### src/rtl/casefold_crc32_msb_hash_defines.svh
// Assertion macros shared by the casefold CRC32 hash RTL.
// Define ASSERT_OFF to compile the checks away; no other dependencies.
`ifndef CASEFOLD_CRC32_MSB_HASH_DEFINES_SVH
`define CASEFOLD_CRC32_MSB_HASH_DEFINES_SVH

`ifndef ASSERT_OFF
`define CFCH_ASSERT(label, clk, rst, prop) \
   label: assert property (@(posedge clk) disable iff (rst) prop) \
      else $error("cfch assertion failed");
`define CFCH_ASSERT_ALWAYS(label, clk, prop) \
   label: assert property (@(posedge clk) prop) \
      else $error("cfch assertion failed");
`else
`define CFCH_ASSERT(label, clk, rst, prop)
`define CFCH_ASSERT_ALWAYS(label, clk, prop)
`endif

`endif

### src/rtl/cfch_pkg.sv
// Package for the casefold CRC32 hash: queue item type, character constants
// and the MSB-first CRC table function. No dependencies.
package cfch_pkg;

   localparam logic [31:0] HASH_POLY    = 32'h04c1_1db7;
   localparam logic [7:0]  CHAR_UPPER_A = 8'h41;
   localparam logic [7:0]  CHAR_UPPER_Z = 8'h5a;
   localparam logic [7:0]  CASE_BIT     = 8'h20;
   localparam logic [2:0]  FILL_FULL    = 3'd4;

   typedef struct packed {
      logic       last;       // terminating zero byte
      logic [7:0] data_byte;  // folded byte
   } item_type;

   // Entry idx of the MSB-first CRC table; reduces to a fixed XOR network.
   function automatic logic [31:0] crc_table_entry(input logic [7:0] idx);
      logic [31:0] v;
      v = {idx, 24'h00_0000};
      for (int k = 0; k < 8; k++) begin
         v = v[31] ? ({v[30:0], 1'b0} ^ HASH_POLY) : {v[30:0], 1'b0};
      end
      return v;
   endfunction

endpackage

### src/rtl/cfch_front.sv
// Front end of the casefold CRC32 hash: accepts bytes, tracks double-byte
// lead/trail state and folds ASCII capitals. Depends on cfch_pkg.
module cfch_front (
   input  logic                clock,
   input  logic                reset,
   input  logic                req_tvalid,
   output logic                req_tready,
   input  logic [7:0]          req_tdata,   // [7:0] data_byte
   input  logic                csr_valid,
   output logic                csr_ready,
   input  logic                csr_data,    // fold_case
   input  logic                queue_full,
   output logic                push,
   output cfch_pkg::item_type  push_item
);

   logic fold_ff, fold_in;
   logic skip_ff, skip_in;
   logic [7:0] byte_out;

   assign csr_ready  = 1'b1;
   assign req_tready = !queue_full;
   assign push       = req_tvalid && req_tready;

   always_comb begin
      fold_in = fold_ff;
      if (csr_valid && csr_ready) begin
         fold_in = csr_data;
      end
   end

   always_comb begin
      skip_in  = skip_ff;
      byte_out = req_tdata;
      if (push) begin
         if (req_tdata == 8'h00) begin
            skip_in = 1'b0;
         end else if (skip_ff) begin
            skip_in = 1'b0;
         end else if (req_tdata[7]) begin
            skip_in = 1'b1;
         end else if (fold_ff && req_tdata >= cfch_pkg::CHAR_UPPER_A
                      && req_tdata <= cfch_pkg::CHAR_UPPER_Z) begin
            byte_out = req_tdata | cfch_pkg::CASE_BIT;
         end
      end
   end

   assign push_item.last      = (req_tdata == 8'h00);
   assign push_item.data_byte = byte_out;

   always_ff @(posedge clock) begin
      if (reset) begin
         fold_ff <= 1'b1;
         skip_ff <= 1'b0;
      end else begin
         fold_ff <= fold_in;
         skip_ff <= skip_in;
      end
   end

endmodule

### src/rtl/cfch_queue.sv
// Short queue between the front end and the hash unit of the casefold
// CRC32 hash. Depends on cfch_pkg and the shared assertion macros.
`include "casefold_crc32_msb_hash_defines.svh"

module cfch_queue #(
   parameter int DEPTH = 4
) (
   input  logic                clock,
   input  logic                reset,
   input  logic                push,
   input  cfch_pkg::item_type  push_item,
   input  logic                pop,
   output logic                not_empty,
   output logic                full,
   output cfch_pkg::item_type  head_item
);

   localparam int PTR_W = (DEPTH > 1) ? $clog2(DEPTH) : 1;
   localparam int CNT_W = $clog2(DEPTH + 1);

   cfch_pkg::item_type mem_ff [DEPTH];
   logic [PTR_W-1:0] wr_ptr_ff, wr_ptr_in;
   logic [PTR_W-1:0] rd_ptr_ff, rd_ptr_in;
   logic [CNT_W-1:0] count_ff, count_in;

   assign not_empty = (count_ff != '0);
   assign full      = (count_ff == CNT_W'(DEPTH));
   assign head_item = mem_ff[rd_ptr_ff];

   always_comb begin
      wr_ptr_in = wr_ptr_ff;
      rd_ptr_in = rd_ptr_ff;
      count_in  = count_ff;
      if (push) begin
         wr_ptr_in = (wr_ptr_ff == PTR_W'(DEPTH - 1)) ? '0 : wr_ptr_ff + 1'b1;
      end
      if (pop) begin
         rd_ptr_in = (rd_ptr_ff == PTR_W'(DEPTH - 1)) ? '0 : rd_ptr_ff + 1'b1;
      end
      if (push && !pop) begin
         count_in = count_ff + 1'b1;
      end else if (pop && !push) begin
         count_in = count_ff - 1'b1;
      end
   end

   always_ff @(posedge clock) begin
      if (reset) begin
         wr_ptr_ff <= '0;
         rd_ptr_ff <= '0;
         count_ff  <= '0;
      end else begin
         wr_ptr_ff <= wr_ptr_in;
         rd_ptr_ff <= rd_ptr_in;
         count_ff  <= count_in;
      end
   end

   always_ff @(posedge clock) begin
      if (push) begin
         mem_ff[wr_ptr_ff] <= push_item;
      end
   end

   `CFCH_ASSERT(a_count_bound, clock, reset, count_ff <= CNT_W'(DEPTH))
   `CFCH_ASSERT(a_no_pop_empty, clock, reset, pop |-> not_empty)
   `CFCH_ASSERT(a_no_push_full, clock, reset, push |-> !full)
   `CFCH_ASSERT(a_push_fills, clock, reset, (push && !pop) |=> not_empty)

endmodule

### src/rtl/cfch_back.sv
// Hash unit of the casefold CRC32 hash: packs the first four bytes, runs
// the MSB-first CRC update and holds the result register. Depends on cfch_pkg.
module cfch_back (
   input  logic                clock,
   input  logic                reset,
   input  logic                item_valid,
   input  cfch_pkg::item_type  item,
   output logic                pop,
   output logic                rsp_tvalid,
   input  logic                rsp_tready,
   output logic [31:0]         rsp_tdata    // [31:0] hash_value
);

   logic [31:0] crc_ff, crc_in;
   logic [2:0]  fill_ff, fill_in;
   logic        rsp_valid_ff, rsp_valid_in;
   logic [31:0] rsp_data_ff, rsp_data_in;
   logic [31:0] shifted;
   logic [31:0] hash;

   // A terminator needs a free output slot; other bytes never wait.
   assign pop = item_valid && (!item.last || !rsp_valid_ff || rsp_tready);

   assign shifted = {crc_ff[23:0], item.data_byte};

   always_comb begin
      case (fill_ff)
         3'd0:    hash = 32'h0000_0000;
         3'd1:    hash = {crc_ff[7:0], 24'h00_0000};
         3'd2:    hash = {crc_ff[15:0], 16'h0000};
         3'd3:    hash = {crc_ff[23:0], 8'h00};
         default: hash = ~crc_ff;
      endcase
   end

   always_comb begin
      crc_in  = crc_ff;
      fill_in = fill_ff;
      if (pop) begin
         if (item.last) begin
            crc_in  = '0;
            fill_in = '0;
         end else if (fill_ff < cfch_pkg::FILL_FULL) begin
            fill_in = fill_ff + 1'b1;
            // The register is inverted once the fourth byte is packed.
            crc_in  = (fill_ff == cfch_pkg::FILL_FULL - 3'd1) ? ~shifted : shifted;
         end else begin
            crc_in = cfch_pkg::crc_table_entry(crc_ff[31:24]) ^ shifted;
         end
      end
   end

   always_comb begin
      rsp_valid_in = rsp_valid_ff;
      rsp_data_in  = rsp_data_ff;
      if (pop && item.last) begin
         rsp_valid_in = 1'b1;
         rsp_data_in  = hash;
      end else if (rsp_tready) begin
         rsp_valid_in = 1'b0;
      end
   end

   assign rsp_tvalid = rsp_valid_ff;
   assign rsp_tdata  = rsp_data_ff;

   always_ff @(posedge clock) begin
      if (reset) begin
         crc_ff       <= '0;
         fill_ff      <= '0;
         rsp_valid_ff <= 1'b0;
      end else begin
         crc_ff       <= crc_in;
         fill_ff      <= fill_in;
         rsp_valid_ff <= rsp_valid_in;
      end
   end

   always_ff @(posedge clock) begin
      rsp_data_ff <= rsp_data_in;
   end

endmodule

### src/rtl/casefold_crc32_msb_hash.sv
// Casefold CRC32 path hash, top level.
// Depends on cfch_pkg, cfch_front, cfch_queue and cfch_back.
//
// Usage: path bytes enter on the req_ stream, one per transaction. A zero
// byte ends the string; one transaction then leaves on the rsp_ stream
// carrying the 32-bit hash. Nonzero bytes produce no output.
// The csr_ channel writes fold_case (bit 0); csr_ready is always high, and
// a write takes effect from the next accepted byte.
// Throughput: one byte per cycle while the queue is not full. The front end
// classifies and folds the byte, a queue of QUEUE_DEPTH entries holds it,
// and the hash unit packs the first four bytes, then applies one table
// lookup, shift and XOR per byte. rsp_tvalid comes from a registered output.
// If the receiver stalls with a hash held in the output register, the next
// terminator waits in the queue; req_tready drops only when the queue fills.
// Reset (synchronous, active high) sets fold_case to 1, clears the hash
// state and empties the queue and the output register.
module casefold_crc32_msb_hash #(
   parameter int QUEUE_DEPTH = 4
) (
   input  logic        clock,
   input  logic        reset,
   input  logic        req_tvalid,
   output logic        req_tready,
   input  logic [7:0]  req_tdata,   // [7:0] data_byte
   output logic        rsp_tvalid,
   input  logic        rsp_tready,
   output logic [31:0] rsp_tdata,   // [31:0] hash_value
   input  logic        csr_valid,
   output logic        csr_ready,
   input  logic        csr_data     // fold_case
);

   cfch_pkg::item_type push_item;
   cfch_pkg::item_type head_item;
   logic push;
   logic pop;
   logic queue_full;
   logic queue_not_empty;

   cfch_front u_front (
      .clock      (clock),
      .reset      (reset),
      .req_tvalid (req_tvalid),
      .req_tready (req_tready),
      .req_tdata  (req_tdata),
      .csr_valid  (csr_valid),
      .csr_ready  (csr_ready),
      .csr_data   (csr_data),
      .queue_full (queue_full),
      .push       (push),
      .push_item  (push_item)
   );

   cfch_queue #(
      .DEPTH (QUEUE_DEPTH)
   ) u_queue (
      .clock     (clock),
      .reset     (reset),
      .push      (push),
      .push_item (push_item),
      .pop       (pop),
      .not_empty (queue_not_empty),
      .full      (queue_full),
      .head_item (head_item)
   );

   cfch_back u_back (
      .clock      (clock),
      .reset      (reset),
      .item_valid (queue_not_empty),
      .item       (head_item),
      .pop        (pop),
      .rsp_tvalid (rsp_tvalid),
      .rsp_tready (rsp_tready),
      .rsp_tdata  (rsp_tdata)
   );

endmodule
### config.mk
export PLATFORM = sky130hd
export DESIGN_NAME = casefold_crc32_msb_hash
export DESIGN_NICKNAME = d
export VERILOG_FILES = /design/src/rtl/cfch_pkg.sv /design/src/rtl/cfch_front.sv /design/src/rtl/cfch_queue.sv /design/src/rtl/cfch_back.sv /design/src/rtl/casefold_crc32_msb_hash.sv
export VERILOG_INCLUDE_DIRS = /design/src /design/src/rtl
export SDC_FILE = /design/constraint.sdc
export NUM_CORES = 1
export LEC_CHECK = 0
export BUFFER_PORTS_ARGS = -buffer_cell sky130_fd_sc_hd__buf_2
export CAP_MARGIN = 20
export CORE_MARGIN = 2
export CORE_UTILIZATION = 40
export DETAILED_ROUTE_END_ITERATION = 8
export PLACE_DENSITY = 0.59
export SYNTH_ARGS = -nofsm -noshare
export SYNTH_HDL_FRONTEND = slang
export SYNTH_SLANG_ARGS = --single-unit
### constraint.sdc
create_clock -name clock -period 8.78 [get_ports clock]
set_clock_uncertainty 0.2 [all_clocks]
set_input_delay 0 -clock clock [delete_from_list [all_inputs] [get_ports clock]]
set_output_delay 0 -clock clock [all_outputs]
set_load 0.005 [all_outputs]
# Yosys cells after proc, flatten, opt, wreduce, memory -nomap -nowiden
# Memory sizes are Yosys's and may differ from the RTL's. A register that Yosys moved wholly into a read port is not among the register bits.
# Index checks and enable logic that the tools add are counted.
# Widths: inputs -> output; s select.
[classes] muxes=32 reduce_logical=21 magnitude_cmp=3 bitwise=11 eq_ne=6 n_addsub=5
[op_table] op="$mux 27" n=8
[op_table] op="$pmux 32 s4" n=1
[op_table] op="$not 14->14" n=8
[op_table] op="$mux 32" n=3
[op_table] op="$not 32->32" n=2
[op_table] op="$mux 8" n=4
[op_table] op="$xor 32x32->32" n=1
[op_table] op="$mux 3" n=4
[op_table] op="$ge 8x7->1 const B" n=1
[op_table] op="$le 8x7->1 const B" n=1
[op_table] op="$logic_not 8->1" n=1
[op_table] op="$mux 2" n=4
[op_table] op="$logic_and 1x1->1" n=7
[op_table] op="$mux 1" n=7
[op_table] op="$add 3x1->3 const B" n=2
[op_table] op="$eq 3x2->1 const B" n=2
[op_table] op="$mux 6" n=1
[op_table] op="$reduce_bool 2->1" n=3
[op_table] op="$logic_not 1->1" n=5
[op_table] op="$add 2x1->2 const B" n=2
[op_table] op="$eq 2x2->1 const B" n=2
[op_table] op="$eq 3x1->1 const B" n=1
[op_table] op="$eq 3x3->1 const B" n=1
[op_table] op="$logic_not 3->1" n=1
[op_table] op="5 further kinds" n=6
[totals] ram_bits=36 input_bits=14 wordCells=88 reg_bits=77 n_memories=1
[mem_list] memory="u_queue.mem_ff" words=4 width=9 read_ports=1 rd_clocked_by_memory_dff=1 write_ports=1 line="cfch_queue.sv:21" rtl="cfch_pkg::item_type mem_ff [DEPTH];"

# Depth between registers and ports, before layout
# Gate-level depths: netlist of the first run.
[depth] word_depth=19 depth_mapped=11 depth_no_buf=9

# Hierarchy
# Synthesis of the first run repeated with hierarchy kept, for this count alone.
[unflattened] cells_unflattened=540 hier_area_um2=6140.9
[by_module_without_submodules] mod="cfch_back" instances=1 cells_per_inst=423 area_per_inst_um2=4192.8 seq_area_each_um2=1681.6
[by_module_without_submodules] mod="cfch_queue" instances=1 cells_per_inst=91 area_per_inst_um2=1741.7 seq_area_each_um2=1261.2
[by_module_without_submodules] mod="cfch_front" instances=1 cells_per_inst=26 area_per_inst_um2=206.4 seq_area_each_um2=40.0

# Worst setup path after synthesis of the first run
# Ideal clock, no wire load.
[synth_path] path_kind="register -> register" start="register (tool-made name)" end="register u_back.rsp_data_ff[0], in the netlist u_back.rsp_tdata[0], enable pin" setup_slack_ns=4.689 required_ns=8.107 path_buffers=1 path_stages_with_launch=4 period_less_slack_ns=4.091 arrival_ns=3.418 path_cell_list="dfxtp_1 clkbuf_1 mux4_2 nor3b_1"
[synth_rtl] element="to (signal assigned)" line="cfch_back.sv:80" rtl="rsp_data_ff <= rsp_data_in;"
[synth_rtl] element="to (decl)" line="cfch_back.sv:17" rtl="logic [31:0] rsp_data_ff, rsp_data_in;"

==> results.md, run 1 <==
- Result of the run: complete, no violations
- Core region area: between 0.01 and 0.015 sq mm
- Clock slew at the register clock pins of the worst setup and hold paths: about 0.05 ns
- Total wire length: roughly 12000 um
- Most frequent standard cell in the layout excluding fill and tap cells: edfxtp_1
- Avg Vias per Cell: approximately 5.2
- Maximum level of the CTS H-tree: 4
- Met1 Routed Length: roughly 5600 um
- Tightest hold margin: ~0.13 ns
- Placed wire-length estimate: 7890 um
- Final estimated routing congestion in global placement: roughly 0.79
- Critical path type: reg -> reg
- Max VDD drop: 0.000191 V
- Setup WS pre-CTS: a little under 5 ns
- Relative max-transition margin: 25.2%
- Share of synthesized area occupied by flip-flops and latches: between 50% and 60%
- Total leakage power: ~2.7 nW
- Maximum cell stage delay along the critical path: 0.87 ns
- Max Slew Vio Count: 0
- ANT cells: 0
- Post-CTS resize count: 0
- Class of the worst hold path: in -> reg
- Yosys warning total: 0
- Critical path data arrival time: 3.87 ns
- Final worst slack: 5.05 ns
- Number of cells in the finished layout apart from fillers: 764
- Antenna violations before repair: 0
- Root buffer cell: clkbuf_16
- Critical path data required time: 8.92 ns
- Post-DRT Antenna Nets: 0
- Gate count after technology mapping: around 520
- Wire length of the first global-routing pass: around 20000 um
- Share of flip-flops with an asynchronous set or reset: 0%
- Most frequent cells in the layout: edfxtp_1, nor2_1, a21oi_1, buf_2
- All-Layer GR Usage: approximately 16%
- Length of routed met2 wiring: ~6100 um
- Total standard cell area after synthesis: just under 0.006 sq mm
- Synth Net Count: 570
- Height of the chip: between 100 and 150 um
- EDFF count, synth: approximately 70
- Pin count of the biggest net entering global routing: 79
- 1st-pass router iterations: 4
- Fillers: about 1300
- Share of the clock period used by the worst path after layout: approximately 42%
- Top routing layer in use: met4
- Synth Area per Inst: about 11 sq um
- Number of global-route vias before repair: 3952
- Category of the worst setup path capture point: flop
- Horizontal die dimension: ~130 um
- Num ports: 49
- Fraction of layout instances using a drive strength above 1: about 15%
- Met3 routed wirelength: ~570 um
- TritonCTS sink count: around 120
- Maximum achievable frequency: between 0.2 and 0.3 GHz
- Power density cells: 290 mW/mm^2
- Minimum clock period: 3.73 ns
- Iteration-0 DRC count of the detailed router: roughly 230
- Total die area: ~0.016 sq mm
- Master of the slowest instance on the critical path: a21o_1
- Clk Latency, worst-skew pair: 0.42 ns
- Critical-path cell list: mux4_2 -> a21o_1 -> ha_1 -> inv_1 -> fa_1 -> xor2_1 -> or3_1 -> a21oi_1
- Layout overhead on the synthesized area: 18.9%
- Number of placed instances with taps included: ~700
- Top flip-flop cell by instance count after synthesis: edfxtp_1
- GR Overflow Total: 0
- Setup TNS: 0 ns
- Final number of setup-violating endpoints: 0
- Post-synth top area share: approximately a third
- Leading area contributor after synthesis: edfxtp_1
- Largest driver fanout on the critical path: 31
- Initial Util: 40.9%
- Port Buffer Count: 47
- Overall via count from detail_route: 3969
- Unrepaired setup endpoints after global routing: no
- Count of different cell masters after synthesis: between 40 and 50
- Average wire per cell in the routed design: 16.3 um
- NumNets Final: 616
- Seq cells post-synth: between 100 and 150
- Max clock buf depth: 2
- Slew at the pin with the worst max-slew slack: between 1 and 1.5 ns
- Cells taking the most area after synthesis: edfxtp_1, dfxtp_1, ha_1
- Number of remaining DRC errors: 0
- # Max-Cap Violations: 0
- CTS tree: done
- Launching element type of the critical path: flop
- Row Count: 44
- Number of buffers created by CTS: 17
- Fin. Hold Viols: 0
## flip-flops by register name, indices dropped and copies added, names as in the netlist, named ones only
| signal | flops |
|---|---|
| u_queue.count_ff | 3 |
| u_queue.mem_ff | 36 |
| u_back.rsp_tdata | 32 |
| u_front.skip_ff | 1 |
| u_queue.wr_ptr_ff | 2 |
| u_front.fold_ff | 1 |
| u_back.crc_ff | 32 |
| u_queue.rd_ptr_ff | 2 |
| u_back.fill_ff | 3 |
| u_back.rsp_tvalid | 1 |
## layout make-up
| cell class | instances | area, sq um | share of cell area (%) |
|---|---|---|---|
| clock buffer | 21 | 450 | 6.40 |
| clock inverter | 11 | 159 | 2.26 |
| inverter | 6 | 22.5 | 0.320 |
| multi-input combinational | 361 | 2740 | 38.9 |
| sequential | 115 | 2980 | 42.4 |
| tap | 184 | 230 | 3.27 |
| timing repair buffer | 66 | 455 | 6.47 |
## synth_stat cells (2+ instances only)
library cell / number
a211oi_1: 15
a21oi_1: 47
a221o_1: 8
a22o_1: 4
a22oi_1: 6
and2_1: 3
and3_1: 5
buf_1: 2
buf_2: 10
buf_4: 2
buf_6: 2
clkbuf_1: 23
dfxtp_1: 47
edfxtp_1: 68
ha_1: 34
inv_1: 6
mux2i_1: 14
mux4_1: 6
mux4_2: 3
nand2_1: 31
nor2_1: 61
nor2b_1: 5
nor3_1: 7
nor3b_1: 2
nor4_1: 2
o21ai_0: 23
or3_1: 5
xnor2_1: 46
xnor2_2: 3
xnor3_1: 4
xor2_1: 13
xor3_1: 2
## where the power goes
group          switching (W)  internal (W)
sequential         0.0000918      0.000707
clock               0.000235      0.000478
combinational       0.000299      0.000229
total               0.000626       0.00141
## cells by family after synthesis
| family | synth area share (%) |
|---|---|
| muxes | 6.17 |
| buffers and inverters | 3.44 |
| AOI/OAI and AO/OA | 11.4 |
| and+or+nand+nor | 9.21 |
| xor gates and xnor gates | 11.9 |
| adders and majority gates | 7.52 |
| other | 0.0633 |
| DFF | 50.4 |
## stage by stage
stage	power, W	area, sq um	utilization (%)
after floorplan	0.00117	5920	-
after global placement	0.00132	6230	43.0
after detailed placement	0.00134	6230	43.0
after CTS	0.00206	6990	48.3
after global routing	0.00216	7040	48.6
final	0.00204	7040	48.6
## worst max-delay path: cells and delay by family, from the launching register on
family / cells / cell delay, ns
flip-flops: 1 / 0.67
buffers and inverters: 1 / 0.06
multiplexers: 1 / 0.49
AO/OA/AOI/OAI: 2 / 1.03
AND/OR/NAND/NOR: 1 / 0.32
adder cells (fa/ha/maj): 2 / 0.70
XOR/XNOR: 1 / 0.17
## routing by layer
layer	track usage, %	vias up
li1	-	1976
met1	20.0	1892
met2	27.3	86
met3	5.01	15
met4	6.34	0
met5	0	-
## final timing paths
path / depth (start not counted) / start / slack (ns) / endpoint
setup / recovery: 8 / flop / 5.05 / u_queue.count_ff[2]
setup reg to reg: 8 / flop / 5.05 / u_queue.count_ff[2]
hold reg to reg: 2 / u_back.fill_ff[0] / 0.32 / u_back.fill_ff[0]
hold / removal: 3 / csr_valid / 0.13 / u_front.fold_ff
## repair_timing
action,CTS,global route
setup buffers,0,0
hold buffers,15,0
endpoints found under the setup margin,0,0
endpoints found under the hold margin,67,0
Power figures use the tool's default switching activity.
==> run 2, diff against run 1 <==
--- a/config.mk
+++ b/config.mk
@@ -11,7 +11,7 @@
 export CORE_MARGIN = 2
 export CORE_UTILIZATION = 40
 export DETAILED_ROUTE_END_ITERATION = 8
-export PLACE_DENSITY = 0.59
+export PLACE_DENSITY = 0.61
 export SYNTH_ARGS = -nofsm -noshare
 export SYNTH_HDL_FRONTEND = slang
 export SYNTH_SLANG_ARGS = --single-unit
==> constraint.sdc (replaced) <==
create_clock -name clock -period 3.1 [get_ports clock]
set_clock_uncertainty 0.2 [all_clocks]
set_input_delay 0 -clock clock [delete_from_list [all_inputs] [get_ports clock]]
set_output_delay 0 -clock clock [all_outputs]
set_load 0.005 [all_outputs]
==> results.md, run 2 (synthesized netlist as in run 1, its figures left out) <==
- Port Buffer Count: 47 (unchanged)
- Layout overhead on the synthesized area: 18.5%
- Max Slew Vio Count: 0 (unchanged)
- Pin count of the biggest net entering global routing: 78 (-1.3%)
- NumNets Final: 621 (+0.81%)
- Share of the clock period used by the worst path after layout: 81.5% (+39 points)
- Largest driver fanout on the critical path: 30 (-3.2%)
- Total die area: 0.0158 sq mm (unchanged)
- Root buffer cell: clkbuf_16
- Setup slack on the worst flop-to-flop path: 0.57 ns (-4.48 ns)
- Clk Latency, worst-skew pair: 0.42 ns (about the same)
- Clock slew at the register clock pins of the worst setup and hold paths: 0.06 ns (about the same)
- Number of hold-repair buffers added at the cts stage: 15 (unchanged)
- Final worst slack: 0.574 ns (-4.48 ns)
- Total leakage power: 2.74 nW (+0.19%)
- Critical path type: reg -> reg
- Maximum achievable frequency: 0.396 GHz (+48%)
- Post-DRT Antenna Nets: 0 (unchanged)
- Finished Cell Area: 0.00702 sq mm (-0.32%)
- Max VDD drop: 0.000456 V (+140%)
- GR Overflow Total: 0 (unchanged)
- Wire length of the first global-routing pass: 20200 um (+0.86%)
- Initial Util: 40.9% (unchanged)
- Max clock buf depth: 2 (unchanged)
- Number of remaining DRC errors: 0 (unchanged)
- Overall via count from detail_route: 4048 (+2.0%)
- Register with the highest flop count: u_queue.mem_ff
- Launching element type of the critical path: flop
- Row Count: 44 (unchanged)
- Unrepaired setup endpoints after global routing: no
- Final estimated routing congestion in global placement: 0.806 (+2.0%)
- Horizontal die dimension: 126 um (unchanged)
- 1st-pass router iterations: 4 (unchanged)
- Num ports: 49 (unchanged)
- Max FFs per register: 36 (unchanged)
- Total wire length: 12500 um (+0.63%)
- CTS tree: done
- Power density cells: 818 mW/mm^2 (+180%)
- Class of the worst hold path: in -> reg
- Minimum clock period: 2.53 ns (-1.20 ns)
- Slew at the pin with the worst max-slew slack: 0.856 ns (-0.263 ns)
- TritonCTS sink count: 115 (unchanged)
- Final number of setup-violating endpoints: 0 (unchanged)
- Number of buffers created by CTS: 17 (unchanged)
- Setup TNS: 0 ns (unchanged)
- Result of the run: complete, no violations
- Fillers: 1282 (+0.63%)
- Seq. cell area: 0.00298 sq mm (unchanged)
- Instance area at placement: 0.00629 sq mm (+0.94%)
- HP Start: csr_valid
- Placed wire-length estimate: 8120 um (+2.9%)
- Core region area: 0.0145 sq mm (unchanged)
- Critical-path cell list: mux4_2 -> a21o_1 -> buf_4 -> nor2b_1 -> a22o_1
- Average wire per cell in the routed design: 16.3 um (about the same)
- All-Layer GR Usage: 16.3% (-0.079 points)
- Fin. Hold Viols: 0 (unchanged)
- Avg Vias per Cell: 5.26 (+1.3%)
- Fraction of layout instances using a drive strength above 1: 16.2% (+1.1 points)
- Most frequent standard cell in the layout excluding fill and tap cells: edfxtp_1
- Master of the slowest instance on the critical path: nor2b_1
- Antenna violations before repair: 0 (unchanged)
- Critical path data required time: 3.26 ns (-5.66 ns)
- # Max-Cap Violations: 0 (unchanged)
- Final Power: 0.00574 W (+180%)
- Height of the chip: 126 um (unchanged)
- Setup WS pre-CTS: 0.567 ns (-4.36 ns)
- Most frequent cells in the layout: edfxtp_1, nor2_1, a21oi_1, buf_2
- Maximum level of the CTS H-tree: 4 (unchanged)
- ANT cells: 0 (unchanged)
- Multi-input logic area: 0.00275 sq mm (+0.23%)
- Number of global-route vias before repair: 3975 (+0.58%)
- Relative max-transition margin: 42.8% (+18 points)
- Critical path data arrival time: 2.68 ns (-1.19 ns)
- Iteration-0 DRC count of the detailed router: 287 (+25%)
- Category of the worst setup path capture point: flop
- Post-CTS resize count: 0 (unchanged)
- Maximum cell stage delay along the critical path: 0.74 ns (-0.13 ns)
- Setup repair bufs after CTS: 0 (unchanged)
## run 2: cell types whose count changed in the layout (fill, tap and decap cells not counted)
| cell | previous run | this run |
|---|---|---|
| buf_16 | 2 | 0 |
| buf_4 | 2 | 9 |
| bufinv_16 | 4 | 3 |
| clkbuf_1 | 3 | 1 |
| clkinv_2 | 3 | 7 |
| clkinv_4 | 1 | 0 |
| nor3b_2 | 1 | 0 |
| nor3b_4 | 0 | 1 |
## run 2: layout make-up
| class | instances | share of cell area, % |
|---|---|---|
| Clock inverter | 13 | 2.00 |
| Clock buffer | 19 | 6.31 |
| Sequential cell | 115 | 42.5 |
| Inverter | 6 | 0.321 |
| Timing Repair Buffer | 71 | 6.45 |
| Multi-Input combinational cell | 361 | 39.1 |
| Tap cell | 184 | 3.28 |
## run 2: layer usage
| layer | global-route usage, % | share of wire (%) |
|---|---|---|
| met1 | 20.5 | 45 |
| met2 | 26.5 | 48 |
| met3 | 4.16 | 4.8 |
| met4 | 7.78 | 2.1 |
| met5 | 0 | 0 |
## run 2: metrics by stage
step                util [%]  hold slack (ns)  std cells
finish                  48.5            0.141        769
global route            48.5            0.165        769
CTS                     48.5            0.118        769
detailed placement      43.4           0.0122        722
global placement        43.4          0.00310        722
floorplan                  -           -0.101        521
## run 2: final timing paths
path | depth (start not counted) | end
worst max-delay path | 5 | u_back.crc_ff[11]
worst min-delay path | 3 | u_front.fold_ff
worst max register to register | 5 | u_back.crc_ff[11]
worst min register to register | 2 | u_queue.count_ff[2]
## run 2: report_power, final
part           switching, W  internal [W]
clock              0.000656       0.00126
sequential         0.000224       0.00200
combinational      0.000899      0.000697
## run 2: critical path, delay by kind of cell, from the launching register on
kind,cells,cell delay [ns]
compound gates,2,0.43
buf+inv,1,0.33
flops,1,0.32
mux,1,0.43
simple gates,1,0.74
